`config.mk`:
```
export PLATFORM = sky130hd
export DESIGN_NAME = fyp_controller
export DESIGN_NICKNAME = d
export VERILOG_FILES = /design/src/design/fyp_pkg.sv /design/src/design/fyp_controller.sv
export SDC_FILE = /design/constraint.sdc
export NUM_CORES = 1
export LEC_CHECK = 0
export BUFFER_PORTS_ARGS = -buffer_cell sky130_fd_sc_hd__clkbuf_2
export CAP_MARGIN = 20
export CORE_ASPECT_RATIO = 1.1
export CORE_MARGIN = 4
export CORE_UTILIZATION = 25
export DETAILED_ROUTE_END_ITERATION = 10
export HOLD_SLACK_MARGIN = 0.02
export SLEW_MARGIN = 40
export SYNTH_ARGS = -nofsm -noshare
export SYNTH_HDL_FRONTEND = slang
export SYNTH_SLANG_ARGS = --single-unit
```
`constraint.sdc`:
```
create_clock -name clock -period 1.3 [get_ports clock]
set_input_delay 0.195 -clock clock [delete_from_list [all_inputs] [get_ports clock]]
set_output_delay 0.195 -clock clock [all_outputs]
set_load 0.005 [all_outputs]
```
`src/design/fyp_pkg.sv`:
```
// Shared constants, select codes and control structs for the permutation core.
// Used by the controller, the datapath, the divider and the top level.
`default_nettype none

package fyp_pkg;

   localparam int MAX_ENTRIES = 1024;
   localparam int SLOT_W      = $clog2(MAX_ENTRIES);
   localparam int COUNT_W     = SLOT_W + 1;
   localparam int WORD_W      = 31;
   localparam int DIV_CNT_W   = $clog2(WORD_W + 1);

   typedef enum logic [1:0] {
      RD_NONE,
      RD_CURSOR,
      RD_REM,
      RD_ZERO
   } rd_sel_type;

   typedef enum logic [1:0] {
      WR_NONE,
      WR_FILL,
      WR_CURSOR,
      WR_REM
   } wr_sel_type;

   typedef enum logic [1:0] {
      RSP_MAIN,
      RSP_SINGLE,
      RSP_FINAL
   } rsp_kind_type;

   typedef struct packed {
      logic         load_word;
      logic         start_round;
      logic         fill_step;
      logic         div_start;
      rd_sel_type   rd_sel;
      logic         latch_vi;
      logic         latch_vr;
      wr_sel_type   wr_sel;
      logic         rsp_load;
      rsp_kind_type rsp_kind;
      logic         cursor_dec;
      logic         cursor_clear;
   } cmd_type;

   typedef struct packed {
      logic n_zero;
      logic n_one;
      logic fill_last;
      logic div_busy;
      logic cursor_low;
      logic out_free;
   } status_type;

endpackage

`default_nettype wire

```
`src/design/fyp_controller.sv`:
```
// Controller state machine: sequences round start, identity fill, remainder,
// swap and result emission. Depends on fyp_pkg.
`default_nettype none

module fyp_controller (
   input  wire logic                 clock,
   input  wire logic                 reset,
   input  wire logic                 req_valid,
   output logic                      req_ready,
   input  wire fyp_pkg::status_type  status,
   output fyp_pkg::cmd_type          cmd
);

   typedef enum logic [3:0] {
      IDLE,
      EMIT_SINGLE,
      FILL,
      DIV_START,
      DIV_WAIT,
      READ_I,
      READ_R,
      WRITE_I,
      WRITE_R,
      EMIT_MAIN,
      READ_ZERO,
      EMIT_FINAL
   } state_type;

   state_type state_ff;
   state_type state_in;
   logic      active_ff;
   logic      active_in;

   assign req_ready = (state_ff == IDLE);

   always_comb begin
      state_in  = state_ff;
      active_in = active_ff;
      cmd       = '0;
      cmd.rd_sel   = fyp_pkg::RD_NONE;
      cmd.wr_sel   = fyp_pkg::WR_NONE;
      cmd.rsp_kind = fyp_pkg::RSP_MAIN;
      case (state_ff)
         IDLE: begin
            if (req_valid) begin
               cmd.load_word = 1'b1;
               if (active_ff) begin
                  state_in = DIV_START;
               end else if (status.n_zero) begin
                  state_in = IDLE;
               end else if (status.n_one) begin
                  state_in = EMIT_SINGLE;
               end else begin
                  cmd.start_round = 1'b1;
                  active_in       = 1'b1;
                  state_in        = FILL;
               end
            end
         end
         EMIT_SINGLE: begin
            if (status.out_free) begin
               cmd.rsp_load = 1'b1;
               cmd.rsp_kind = fyp_pkg::RSP_SINGLE;
               state_in     = IDLE;
            end
         end
         FILL: begin
            cmd.fill_step = 1'b1;
            cmd.wr_sel    = fyp_pkg::WR_FILL;
            if (status.fill_last) begin
               state_in = DIV_START;
            end
         end
         DIV_START: begin
            cmd.div_start = 1'b1;
            state_in      = DIV_WAIT;
         end
         DIV_WAIT: begin
            if (!status.div_busy) begin
               state_in = READ_I;
            end
         end
         READ_I: begin
            cmd.rd_sel = fyp_pkg::RD_CURSOR;
            state_in   = READ_R;
         end
         READ_R: begin
            cmd.rd_sel   = fyp_pkg::RD_REM;
            cmd.latch_vi = 1'b1;
            state_in     = WRITE_I;
         end
         WRITE_I: begin
            cmd.wr_sel   = fyp_pkg::WR_CURSOR;
            cmd.latch_vr = 1'b1;
            state_in     = WRITE_R;
         end
         WRITE_R: begin
            cmd.wr_sel = fyp_pkg::WR_REM;
            state_in   = EMIT_MAIN;
         end
         EMIT_MAIN: begin
            if (status.out_free) begin
               cmd.rsp_load = 1'b1;
               cmd.rsp_kind = fyp_pkg::RSP_MAIN;
               if (status.cursor_low) begin
                  state_in = READ_ZERO;
               end else begin
                  cmd.cursor_dec = 1'b1;
                  state_in       = IDLE;
               end
            end
         end
         READ_ZERO: begin
            cmd.rd_sel = fyp_pkg::RD_ZERO;
            state_in   = EMIT_FINAL;
         end
         EMIT_FINAL: begin
            if (status.out_free) begin
               cmd.rsp_load     = 1'b1;
               cmd.rsp_kind     = fyp_pkg::RSP_FINAL;
               cmd.cursor_clear = 1'b1;
               active_in        = 1'b0;
               state_in         = IDLE;
            end
         end
         default: begin
            state_in = IDLE;
         end
      endcase
   end

   always_ff @(posedge clock) begin
      if (reset) begin
         state_ff  <= IDLE;
         active_ff <= 1'b0;
      end else begin
         state_ff  <= state_in;
         active_ff <= active_in;
      end
   end

endmodule

`default_nettype wire

```
-- Word level (Yosys, flattened, before mapping)
Cells that the tools add are included.
- register bits after elaboration: 5
- logic and storage cells: 57
- reduce and logical (&&, ||, !) cells: 5
- muxes and demuxes: 33
- equal/unequal tests: 17
- operators with widths (kind ; number):
    4-bit case mux with 11 select lines ; 1
    4-bit two-way mux ; 9
    4-bit by 3-bit == test with 1-bit output, second input constant ; 4
    4-bit == test, second input constant ; 4
    1-bit two-way mux ; 14
    2-bit case mux with 3 select lines ; 2
    2-bit != test, second input constant ; 5
    3-bit case mux with 3 select lines ; 1
    4-bit by 2-bit == test with 1-bit output, second input constant ; 2
    2-bit two-way mux ; 3
    3-bit two-way mux ; 2
    5-bit AND reduction ; 1
    4-bit by 1-bit == test with 1-bit output, second input constant ; 1
    4-bit zero test ; 1
    3-bit AND reduction ; 1
    2-bit by 1-bit != test with 1-bit output, second input constant ; 1
    1-bit case mux with 2 select lines ; 1
    2-bit nonzero test ; 1
    2-bit OR reduction ; 1

-- Logic depth before layout (Yosys ltp)
Gate-level depths: netlist (run 1).
- depth after elaboration: 5
- mapped depth: 6
- gate-level depth less buffers: 4

-- Worst setup path after synthesis (run 1)
OpenSTA, ideal clock, no wires.
- kind: flip-flop to output port
- from: register state_ff[3]
- to: output cmd[13] in the netlist's numbering
- setup slack: -0.053 ns
- buffers on the path: 1
- required time: 1.105 ns
- cell stages (with the launch flop): 6
- arrival time: 1.158 ns
- cells stage by stage: dfxtp_1 -> buf_2 -> nor4_2 -> and2_1 -> nand2_1 -> nor2_1
- RTL lines (item ; RTL line ; text):
    start: declaration ; fyp_controller.sv:29 ; state_type state_ff;
    start signal: assignment ; fyp_controller.sv:137 ; state_ff <= state_in;
    end: declaration ; fyp_controller.sv:11 ; output fyp_pkg::cmd_type cmd

==> results of run 1 <==
-- how the worst max path moves through the flow --
stage | start | end | slack, ns | cells past startpoint
after detailed placement | state_ff[2]$_SDFFE_PP0P_ | state_ff[1]$_SDFFE_PP0P_ | -0.20 | 4
after global placement | state_ff[2]$_SDFFE_PP0P_ | state_ff[1]$_SDFFE_PP0P_ | -0.13 | 4
after floorplan | state_ff[2]$_SDFFE_PP0P_ | state_ff[1]$_SDFFE_PP0P_ | -0.001 | 5
after global routing | state_ff[1]$_SDFFE_PP0P_ | cmd[13] | -0.38 | 6
final | state_ff[1]$_SDFFE_PP0P_ | cmd[13] | -0.30 | 6
after CTS | state_ff[1]$_SDFFE_PP0P_ | cmd[13] | -0.30 | 6
-- stage by stage --
stage / instance area (µm²) / setup TNS [ns] / hold WS (ns)
3_5_place_dp: 754 / -1.30 / 0.478
2_1_floorplan: 519 / -0.00107 / 0.264
6_report: 1310 / -3.44 / 0.237
5_1_grt: 1310 / -4.65 / 0.248
4_1_cts: 1170 / -2.97 / 0.217
3_3_place_gp: 754 / -0.728 / 0.462
-- cell usage in the layout, fill, tap and decap left out, drive strengths merged, types with 2 or more instances in the layout --
cell type and count:
dfxtp 5, o31ai 2, o22ai 2, inv 2, nand3 2, nand2 4, or4b 2, buf 52
nor3 10, nand2b 7, a21oi 4, clkbuf 14, nor2 7, nor2b 4, o21ai 3
-- timing repair --
item                                    CTS  global route
setup buffers                            18             4
endpoints found under the setup margin   20            20
pin swaps                                12            10
hold buffers                              0             0
cloned                                    1             0
gates resized for setup                  58            34
-- cell families (layout without fill, tap and decap cells) --
| kind of cell | Yosys count | count (layout) |
|---|---|---|
| xor gates and xnor gates | 2 | 2 |
| buffers and inverters | 8 | 68 |
| AOI/OAI and AO/OA | 15 | 15 |
| and+or+nand+nor | 40 | 40 |
| DFF | 5 | 5 |
| muxes | 2 | 2 |
-- state kept, by name, indices dropped and copies added (netlist names) --
register	cells
state_ff	4
active_ff	1
-- critical path: stages, from the launching register on --
cell,delay [ns]
dfxtp_2,0.32
buf_6,0.12
nor4_4,0.28
and2_4,0.20
nand2_2,0.05
nor2_1,0.08
buf_2,0.11
-- final cells by class --
| cell class | instances | area, µm² |
|---|---|---|
| Fill cell | 134 | 536 |
| Tap cell | 27 | 33.8 |
| Inverter | 2 | 12.5 |
| Sequential cell | 5 | 113 |
| Multi-Input combinational cell | 59 | 597 |
| Clock buffer | 4 | 26.3 |
| Timing Repair Buffer | 62 | 524 |
-- metal layers --
metal	wire [µm]	vias to the layer above	share of wire, %	GRT usage, %
li1	-	377	-	-
met1	1090	386	40	18.8
met2	1430	34	53	33.3
met3	154	7	5.7	4.56
met4	40	0	1.5	7.17
met5	0	-	0	0
-- report_power, final --
part | internal (W) | total (W) | switching (W)
registers | 0.000207 | 0.000275 | 0.0000685
logic | 0.00116 | 0.00197 | 0.000811
clock network | 0.000117 | 0.000190 | 0.0000730
total | 0.00148 | 0.00243 | 0.000953
==> out/metrics.csv, run 1 <==
metric,value,unit
Yosys top cell area share,19.9,%
1st-pass router iterations,4,
Final #Nets,142,
pin count of the biggest net entering global routing,8,
Root Driver,clkbuf_4,
GRT Total Usage,17.6,%
fin worst setup slack,-0.301,ns
"top cells by count, synth","nor3_1, nand2b_1, nor2_1, dfxtp_1",
Die Wd,50.8,µm
row cnt,16,
Compound-Gate Fraction of Synth Area,19.2,%
Worst setup EP type,output pin,
"Max FO, Critical Path",3,
"worst slack, placed",-0.197,ns
post-synthesis mux area share,4.23,%
PD cells,1860,nW/µm²
Worst-Skew Late Latency,0.25,ns
Vias/cell,5.06,
final core occ,70.9,%
Num CTS Buffers,3,
internal reg-to-reg setup slack,-0.20,ns
Final Hold Vio Count,0,
"area fraction in and, or, nand and nor cells after synthesis",45.0,%
DR WL/cell,17.1,µm
worst vdd ir,939,µV
Synth Area per Inst,6.99,µm²
Initial Util,27.3,%
# setup viols final,20,
Synth area leader,dfxtp_1,
ys async rst share,0,%
Adder-Cell Fraction of Synth Area,0,%
crit path kind,flop to output pin,
Tcrit/Tclk final,123,%
final wirelength,2720,µm
Syn Inst Count,72,
Mapped Area,503,µm²
layout cells sized above 1,81.8,%
Max-cap violations,0,
CTS H-tree depth,1,
Slew HR,77.6,%
Die H,55.0,µm
final std cells w/o fill,159,
Post-Synth XOR/XNOR Area,3.48,%
Ports,25,
RD Place Congestion,0.805,
vias in the first global route,751,
status,"finished, violations left",
Post-DP HPWL,1250,µm
TritonCTS clock tree,built,
WHS Path Cells,2,
Max Slew Vio Count,0,
Hold EP,state_ff[2]$_SDFFE_PP0P_,
antenna violations before repair,0,
yosys warns,0,
n_diodes,0,
RSZ-0062 raised after global routing,true,
Clock Path Buffers,2,
first-pass GRT wire length,3590,µm
Core Area,1840,µm²
input/output buffers,24,
failing checks,negative setup slack,
Tmin final,1.60,ns
Hold Startpoint,reset,
Die ar.,2790,µm²
total power,0.00243,W
Layout area overhead,160,%
Crit path required time,1.11,ns
largest family of logic cells by synthesized area,simple AND/OR/NAND/NOR gates,
HP Class,primary input to flop,
crit path launch type,flop,
sequential-to-total area share from yosys stat,19.9,%
RR Startpoint,state_ff[2]$_SDFFE_PP0P_,
syn_nets,81,
Arrival @ worst endpoint,1.41,ns
number of synthesized flops with an enable pin,0,
clock sink total,5,
"Primary FF master, synth",dfxtp_1,
Reg-to-Reg End,state_ff[1]$_SDFFE_PP0P_,
Pleak,0.593,nW
slew at the pin closest to its max-slew limit,0.335,ns
top-count cell post-synth,nor3_1,
Synth cell types,30,
Clock Skew,0.00869,ns
Cell Count Post-Placement,133,
Routed Antenna Nets,0,
clk slew on worst S/H paths,0.05,ns
R2R depth,6,
register bit total from synthesis,5,
Via Count,804,
fmax,625,MHz
DRC violations left,0,
violation count after the first detailed-route iteration,20,
"top cells by area, synth","dfxtp_1, nor3_1, nand2b_1",
gr ovfl total,0,
(Power assumes the default switching activity.)
==> inputs of run 2 (changes only) <==
--- a/config.mk
+++ b/config.mk
@@ -7,7 +7,7 @@
 export LEC_CHECK = 0
 export BUFFER_PORTS_ARGS = -buffer_cell sky130_fd_sc_hd__clkbuf_2
 export CAP_MARGIN = 20
-export CORE_ASPECT_RATIO = 1.1
+export CORE_ASPECT_RATIO = 1.4
 export CORE_MARGIN = 4
 export CORE_UTILIZATION = 25
 export DETAILED_ROUTE_END_ITERATION = 10
==> run 2 against run 1 <==
Net effect: wire length shrank 20%; combinational power shrank 19%; non-clock buffer count shrank 9; final area shrank 9.7%; sequential share of layout area grew 0.92 points; critical path depth is the same; die area grew 0.34%; utilization shrank 7.0 points; the flow still finishes with violations (negative setup slack); first-iteration DRC count shrank 70%; total power shrank 16%; final cell count shrank 10%; register-to-register slack gained 0.04 ns.
==> out/metrics.csv, run 2 (same netlist as run 1, synthesis figures left out) <==
metric,value,unit,change
violation count after the first detailed-route iteration,6,,-70%
Die ar.,2800,µm²,+0.34%
Worst-Skew Late Latency,0.26,ns,about the same
Via Count,737,,-8.3%
setup TNS,-3.27,ns,+0.175 ns
RD Place Congestion,0.791,,-1.8%
Max-cap violations,0,,unchanged
gr ovfl total,0,,unchanged
Die H,61.1,µm,+11%
"most common cell after layout, fill and taps aside",buf_4,,
FILL cells,144,,+7.5%
crit path launch type,flop,,
row cnt,18,,+2
Largest register FFs,4,,unchanged
final wirelength,2170,µm,-20%
DR WL/cell,15.1,µm,-11%
antenna violations before repair,0,,unchanged
Slew HR,69.6,%,-8.0 points
final core occ,63.9,%,-7.0 points
first-pass GRT wire length,3380,µm,-5.8%
# hold bufs at CTS,0,,unchanged
DRC violations left,0,,unchanged
crit path kind,flop to output pin,,
GRT Total Usage,17.1,%,-0.44 points
"Max FO, Critical Path",6,,+3
Layout area overhead,135,%,
"Most flops, register",state_ff,,
TritonCTS clock tree,built,,
fmax,630,MHz,+0.88%
Clock Path Buffers,2,,unchanged
Vias/cell,5.15,,+1.9%
Num CTS Buffers,3,,unchanged
final instance area,1180,µm²,-9.7%
RSZ-0062 raised after global routing,true,,
worst vdd ir,915,µV,-2.5%
"worst slack, placed",-0.188,ns,+0.00979 ns
CTS H-tree depth,1,,unchanged
Max Slew Vio Count,0,,unchanged
n_diodes,0,,unchanged
Arrival @ worst endpoint,1.39,ns,-0.02 ns
Tmin final,1.59,ns,-0.0140 ns
Initial Util,27.2,%,-0.074 points
Tcrit/Tclk final,122,%,-1.1 points
Placed Area,721,µm²,-4.5%
fin worst setup slack,-0.287,ns,+0.0140 ns
layout cells sized above 1,79.7,%,-2.1 points
Worst setup EP type,output pin,,
clk slew on worst S/H paths,0.05,ns,about the same
input/output buffers,24,,unchanged
Root Driver,clkbuf_4,,
clock sink total,5,,unchanged
failing checks,negative setup slack,,
Final #Nets,133,,-6.3%
HP Class,primary input to flop,,
# setup viols final,20,,unchanged
status,"finished, violations left",,
Core Area,1850,µm²,+0.27%
Pleak,0.512,nW,-14%
Post-DP HPWL,1280,µm,+2.7%
Regs by FF count,"state_ff x4, active_ff x1",,
Die Wd,45.9,µm,-9.6%
Final Hold Vio Count,0,,unchanged
vias in the first global route,730,,-2.8%
Clock Skew,0.00474,ns,-0.00396 ns
pin count of the biggest net entering global routing,9,,+1
"commonest non-fill, non-tap cells in the layout","buf_4, clkbuf_2, buf_6",,
Crit path required time,1.11,ns,about the same
Routed Antenna Nets,0,,unchanged
1st-pass router iterations,5,,+1
PD cells,1740,nW/µm²,-6.5%
slew at the pin closest to its max-slew limit,0.444,ns,+0.110 ns
Ports,25,,unchanged
run 2: changes by cell type in the layout (fill, tap and decap cells not counted), moves of 2 or more:
cell / previous run / this run
buf_2: 11 / 9
buf_6: 19 / 11
clkbuf_2: 10 / 14
buf_8: 1 / 3
buf_4: 19 / 15
run 2: power breakdown:
| part | internal (W) | switching, W | total [W] |
|---|---|---|---|
| combinational | 0.000898 | 0.000690 | 0.00159 |
| sequential | 0.000206 | 0.0000611 | 0.000267 |
| clock | 0.000117 | 0.0000821 | 0.000199 |
| total | 0.00122 | 0.000833 | 0.00206 |
run 2: per-stage QoR:
stage	cells	hold WS, ns	power [W]
2_1_floorplan	72	0.264	0.000793
3_3_place_gp	121	0.463	0.00110
3_5_place_dp	121	0.481	0.00112
4_1_cts	138	0.230	0.00181
5_1_grt	143	0.237	0.00218
6_report	143	0.227	0.00206
run 2: timing repair:
item,4_1_cts,5_1_grt
hold endpoints to repair,0,0
setup endpoints to repair,20,20
buffers inserted,14,7
resized for setup,52,30
pin swaps,8,13
run 2: per-layer routing:
metal,wire [µm],share of wire [%],track usage (%)
met2,1090,50,26.6
met1,882,41,19.9
met5,0,0,0
met4,78,3.6,13.0
met3,115,5.3,4.09
run 2: final timing paths:
check	slack, ns	cells after the start	from	end
worst max register to register	-0.16	5	state_ff[3]$_SDFFE_PP0P_	state_ff[0]$_SDFFE_PP0P_
worst min-delay path	0.23	2	reset	active_ff$_SDFFE_PP0P_
worst max-delay path	-0.29	6	state_ff[1]$_SDFFE_PP0P_	cmd[13]
worst min register to register	0.53	2	active_ff$_SDFFE_PP0P_	active_ff$_SDFFE_PP0P_
run 2: layout make-up:
class | instances | area [µm²] | area share [%]
multi-input cells | 59 | 587 | 49.7
repair buffers | 53 | 417 | 35.3
flip-flops and latches | 5 | 113 | 9.54
clock buffers | 4 | 26.3 | 2.23
well taps | 20 | 25.0 | 2.12
inverters | 2 | 12.5 | 1.06
run 2: worst max-delay path, cell delays in order (launching register included):
cell and delay, ns:
dfxtp_2 0.33, buf_8 0.13, nor4_4 0.26, and2_4 0.20, nand2_2 0.05, nor2_2 0.06
buf_2 0.11
==> inputs of run 3 (changes only) <==
--- a/config.mk
+++ b/config.mk
@@ -5,8 +5,8 @@
 export SDC_FILE = /design/constraint.sdc
 export NUM_CORES = 1
 export LEC_CHECK = 0
+export ABC_AREA = 1
 export BUFFER_PORTS_ARGS = -buffer_cell sky130_fd_sc_hd__clkbuf_2
-export CAP_MARGIN = 20
 export CORE_ASPECT_RATIO = 1.4
 export CORE_MARGIN = 4
 export CORE_UTILIZATION = 25
==> run 3 against run 2 <==
Net effect: the flow still finishes with violations (negative setup slack); hold slack got worse by 0.078 ns; maximum frequency grew 9.0%; total power grew 4.7%; via count grew 7.2%; die area increased by 7.3%; synthesized cell count rose by 32%; first-iteration DRC count rose to 3.3 times the previous value; non-clock buffer count decreased by 8; sequential power rose by 27%; wire length is 9.8% lower; count of clock-buffer cells in the layout stayed put.
==> out/metrics.csv, run 3 <==
metric,value,unit,change
register bit total from synthesis,5,,unchanged
pin count of the biggest net entering global routing,6,,-3
worst vdd ir,1190,µV,+31%
Tcrit/Tclk final,112,%,-10 points
crit path launch type,flop,,
Root Driver,clkbuf_4,,
vias in the first global route,776,,+6.3%
clock sink total,5,,unchanged
Vias/cell,4.79,,-7.1%
Synth Area per Inst,5.76,µm²,-18%
Via Count,790,,+7.2%
layout cells sized above 1,63.2,%,-16 points
Syn Inst Count,95,,+32%
Ports,25,,unchanged
"Primary FF master, synth",dfxtp_1,,
ys async rst share,0,%,unchanged
clk slew on worst S/H paths,0.04,ns,about the same
fin worst setup slack,-0.156,ns,+0.131 ns
Synth area leader,dfxtp_1,,
violation count after the first detailed-route iteration,20,,+14
Final Hold Vio Count,0,,unchanged
antenna violations before repair,0,,unchanged
status,"finished, violations left",,
Synth cell types,19,,-37%
CTS H-tree depth,1,,unchanged
"most common cell after layout, fill and taps aside",buf_4,,
row cnt,19,,+1
top-count cell post-synth,nand2_1,,
Num CTS Buffers,3,,unchanged
# setup viols final,18,,-10%
crit path kind,flop to output pin,,
Max Slew Vio Count,0,,unchanged
input/output buffers,24,,unchanged
Routed Antenna Nets,0,,unchanged
number of synthesized flops with an enable pin,0,,unchanged
Slew HR,80.0,%,+10 points
final core occ,50.7,%,-13 points
1st-pass router iterations,4,,-1
"commonest non-fill, non-tap cells in the layout","buf_4, nand2_1, clkbuf_2",,
Worst-Skew Late Latency,0.24,ns,-0.02 ns
yosys warns,0,,unchanged
Worst setup EP type,output pin,,
"top cells by count, synth","nand2_1, nor2_1, inv_1, nand3_1",,
Core Area,2020,µm²,+9.4%
Regs by FF count,"state_ff x4, active_ff x1",,
Sw Share,46.9,%,+6.3 points
Die Wd,47.5,µm,+3.5%
Logic pwr share,76.2,%,-1.1 points
fmax,687,MHz,+9.0%
"top cells by area, synth","dfxtp_1, nand2_1, nor2_1",,
Pleak,0.568,nW,+11%
RSZ-0062 raised after global routing,true,,
Crit path required time,1.11,ns,about the same
PD cells,2100,nW/µm²,+21%
Tmin final,1.46,ns,-0.131 ns
Largest register FFs,4,,unchanged
"Max FO, Critical Path",5,,-1
syn_nets,104,,+28%
Psw,0.00101,W,+21%
final instance area,1020,µm²,-13%
Die H,63.3,µm,+3.7%
P_int,0.00114,W,-6.5%
GRT Total Usage,13.4,%,-3.7 points
Clock Path Buffers,2,,unchanged
HP Class,primary input to flop,,
Clock Skew,0.00325,ns,-0.00149 ns
sequential share of power,15.7,%,+2.7 points
Clock power frac,8.0,%,-1.7 points
n_diodes,0,,unchanged
DRC violations left,0,,unchanged
Placed Area,761,µm²,+5.6%
Mapped Area,547,µm²,+8.7%
Layout area overhead,87.4,%,
final wirelength,1950,µm,-9.8%
Max-cap violations,0,,unchanged
Yosys top cell area share,18.3,%,-1.6 points
RD Place Congestion,0.790,,about the same
setup TNS,-1.44,ns,+1.83 ns
first-pass GRT wire length,3060,µm,-9.6%
"Most flops, register",state_ff,,
slew at the pin closest to its max-slew limit,0.299,ns,-0.145 ns
DR WL/cell,11.8,µm,-22%
Die ar.,3010,µm²,+7.3%
failing checks,negative setup slack,,
TritonCTS clock tree,built,,
final std cells w/o fill,165,,+15%
gr ovfl total,0,,unchanged
Cell Count Post-Placement,149,,+23%
Final #Nets,154,,+16%
Initial Util,27.1,%,-0.18 points
"worst slack, placed",-0.0289,ns,+0.159 ns
sequential-to-total area share from yosys stat,18.3,%,-1.6 points
Arrival @ worst endpoint,1.26,ns,-0.13 ns
Post-DP HPWL,1420,µm,+11%
==> run 3: cell count changes after synthesis, moves of 7 or more <==
cell,before,now
inv_2,0,7
nor2_2,0,7
nand2_1,4,19
nor3_1,10,0
nand2b_1,7,0
inv_1,2,9
nor2_1,7,16
nand3_1,2,9
==> run 3: power groups by stage <==
| stage | combinational [W] | sequential [W] | clock, W |
|---|---|---|---|
| finish | 0.00164 | 0.000338 | 0.000173 |
| global route | 0.00178 | 0.000345 | 0.000196 |
| CTS | 0.00144 | 0.000332 | 0.000184 |
| detailed placement | 0.00116 | 0.000287 | 0 |
| global placement | 0.00115 | 0.000286 | 0 |
| floorplan | 0.000691 | 0.000278 | 0 |
==> run 3: kinds of logic after synthesis <==
logic type | count (synthesis) | synth area share (%)
compound gates | 10 | 11.2
buf+inv | 17 | 11.7
flops | 5 | 18.3
simple gates | 63 | 58.8
==> run 3: worst paths after layout <==
path / start / endpoint / slack, ns / depth (start not counted)
hold / removal: reset / active_ff$_SDFFE_PP0P_ / 0.15 / 2
setup / recovery: state_ff[3]$_SDFFE_PP0P_ / cmd[0] / -0.16 / 6
hold reg to reg: active_ff$_SDFFE_PP0P_ / active_ff$_SDFFE_PP0P_ / 0.56 / 2
setup reg to reg: state_ff[3]$_SDFFE_PP0P_ / state_ff[1]$_SDFFE_PP0P_ / -0.02 / 10
==> run 3: layout make-up <==
class | count | area, µm²
clock buffers | 4 | 26.3
fillers | 204 | 996
inverters | 17 | 71.3
multi-input cells | 73 | 490
flip-flops and latches | 5 | 115
well taps | 21 | 26.3
repair buffers | 45 | 295
==> run 3: timing repair <==
item                       CTS  global route
gates resized for setup     27            27
setup buffers                8             5
hold endpoints to repair     0             0
pin swaps                    6             9
hold buffers                 0             0
setup endpoints to repair   16            19
==> run 3: critical path, cell delays in order (launching register included) <==
cell	delay [ns]
dfxtp_4	0.37
buf_6	0.11
inv_4	0.04
nor2_4	0.18
nand2_4	0.09
nor2_4	0.10
clkbuf_2	0.12
==> run 3: per-stage QoR <==
step           power, W  hold WS [ns]
4_1_cts         0.00196         0.141
6_report        0.00215         0.148
5_1_grt         0.00232         0.139
3_3_place_gp    0.00144         0.392
2_1_floorplan  0.000969         0.257
3_5_place_dp    0.00145         0.398
==> run 3: per-layer routing <==
layer | global-route usage [%] | vias to the layer above | share of wire (%)
li1 | - | 399 | -
met1 | 14.5 | 355 | 41
met2 | 22.7 | 32 | 50
met3 | 3.13 | 4 | 6.7
met4 | 6.57 | 0 | 1.7
met5 | 0 | - | 0
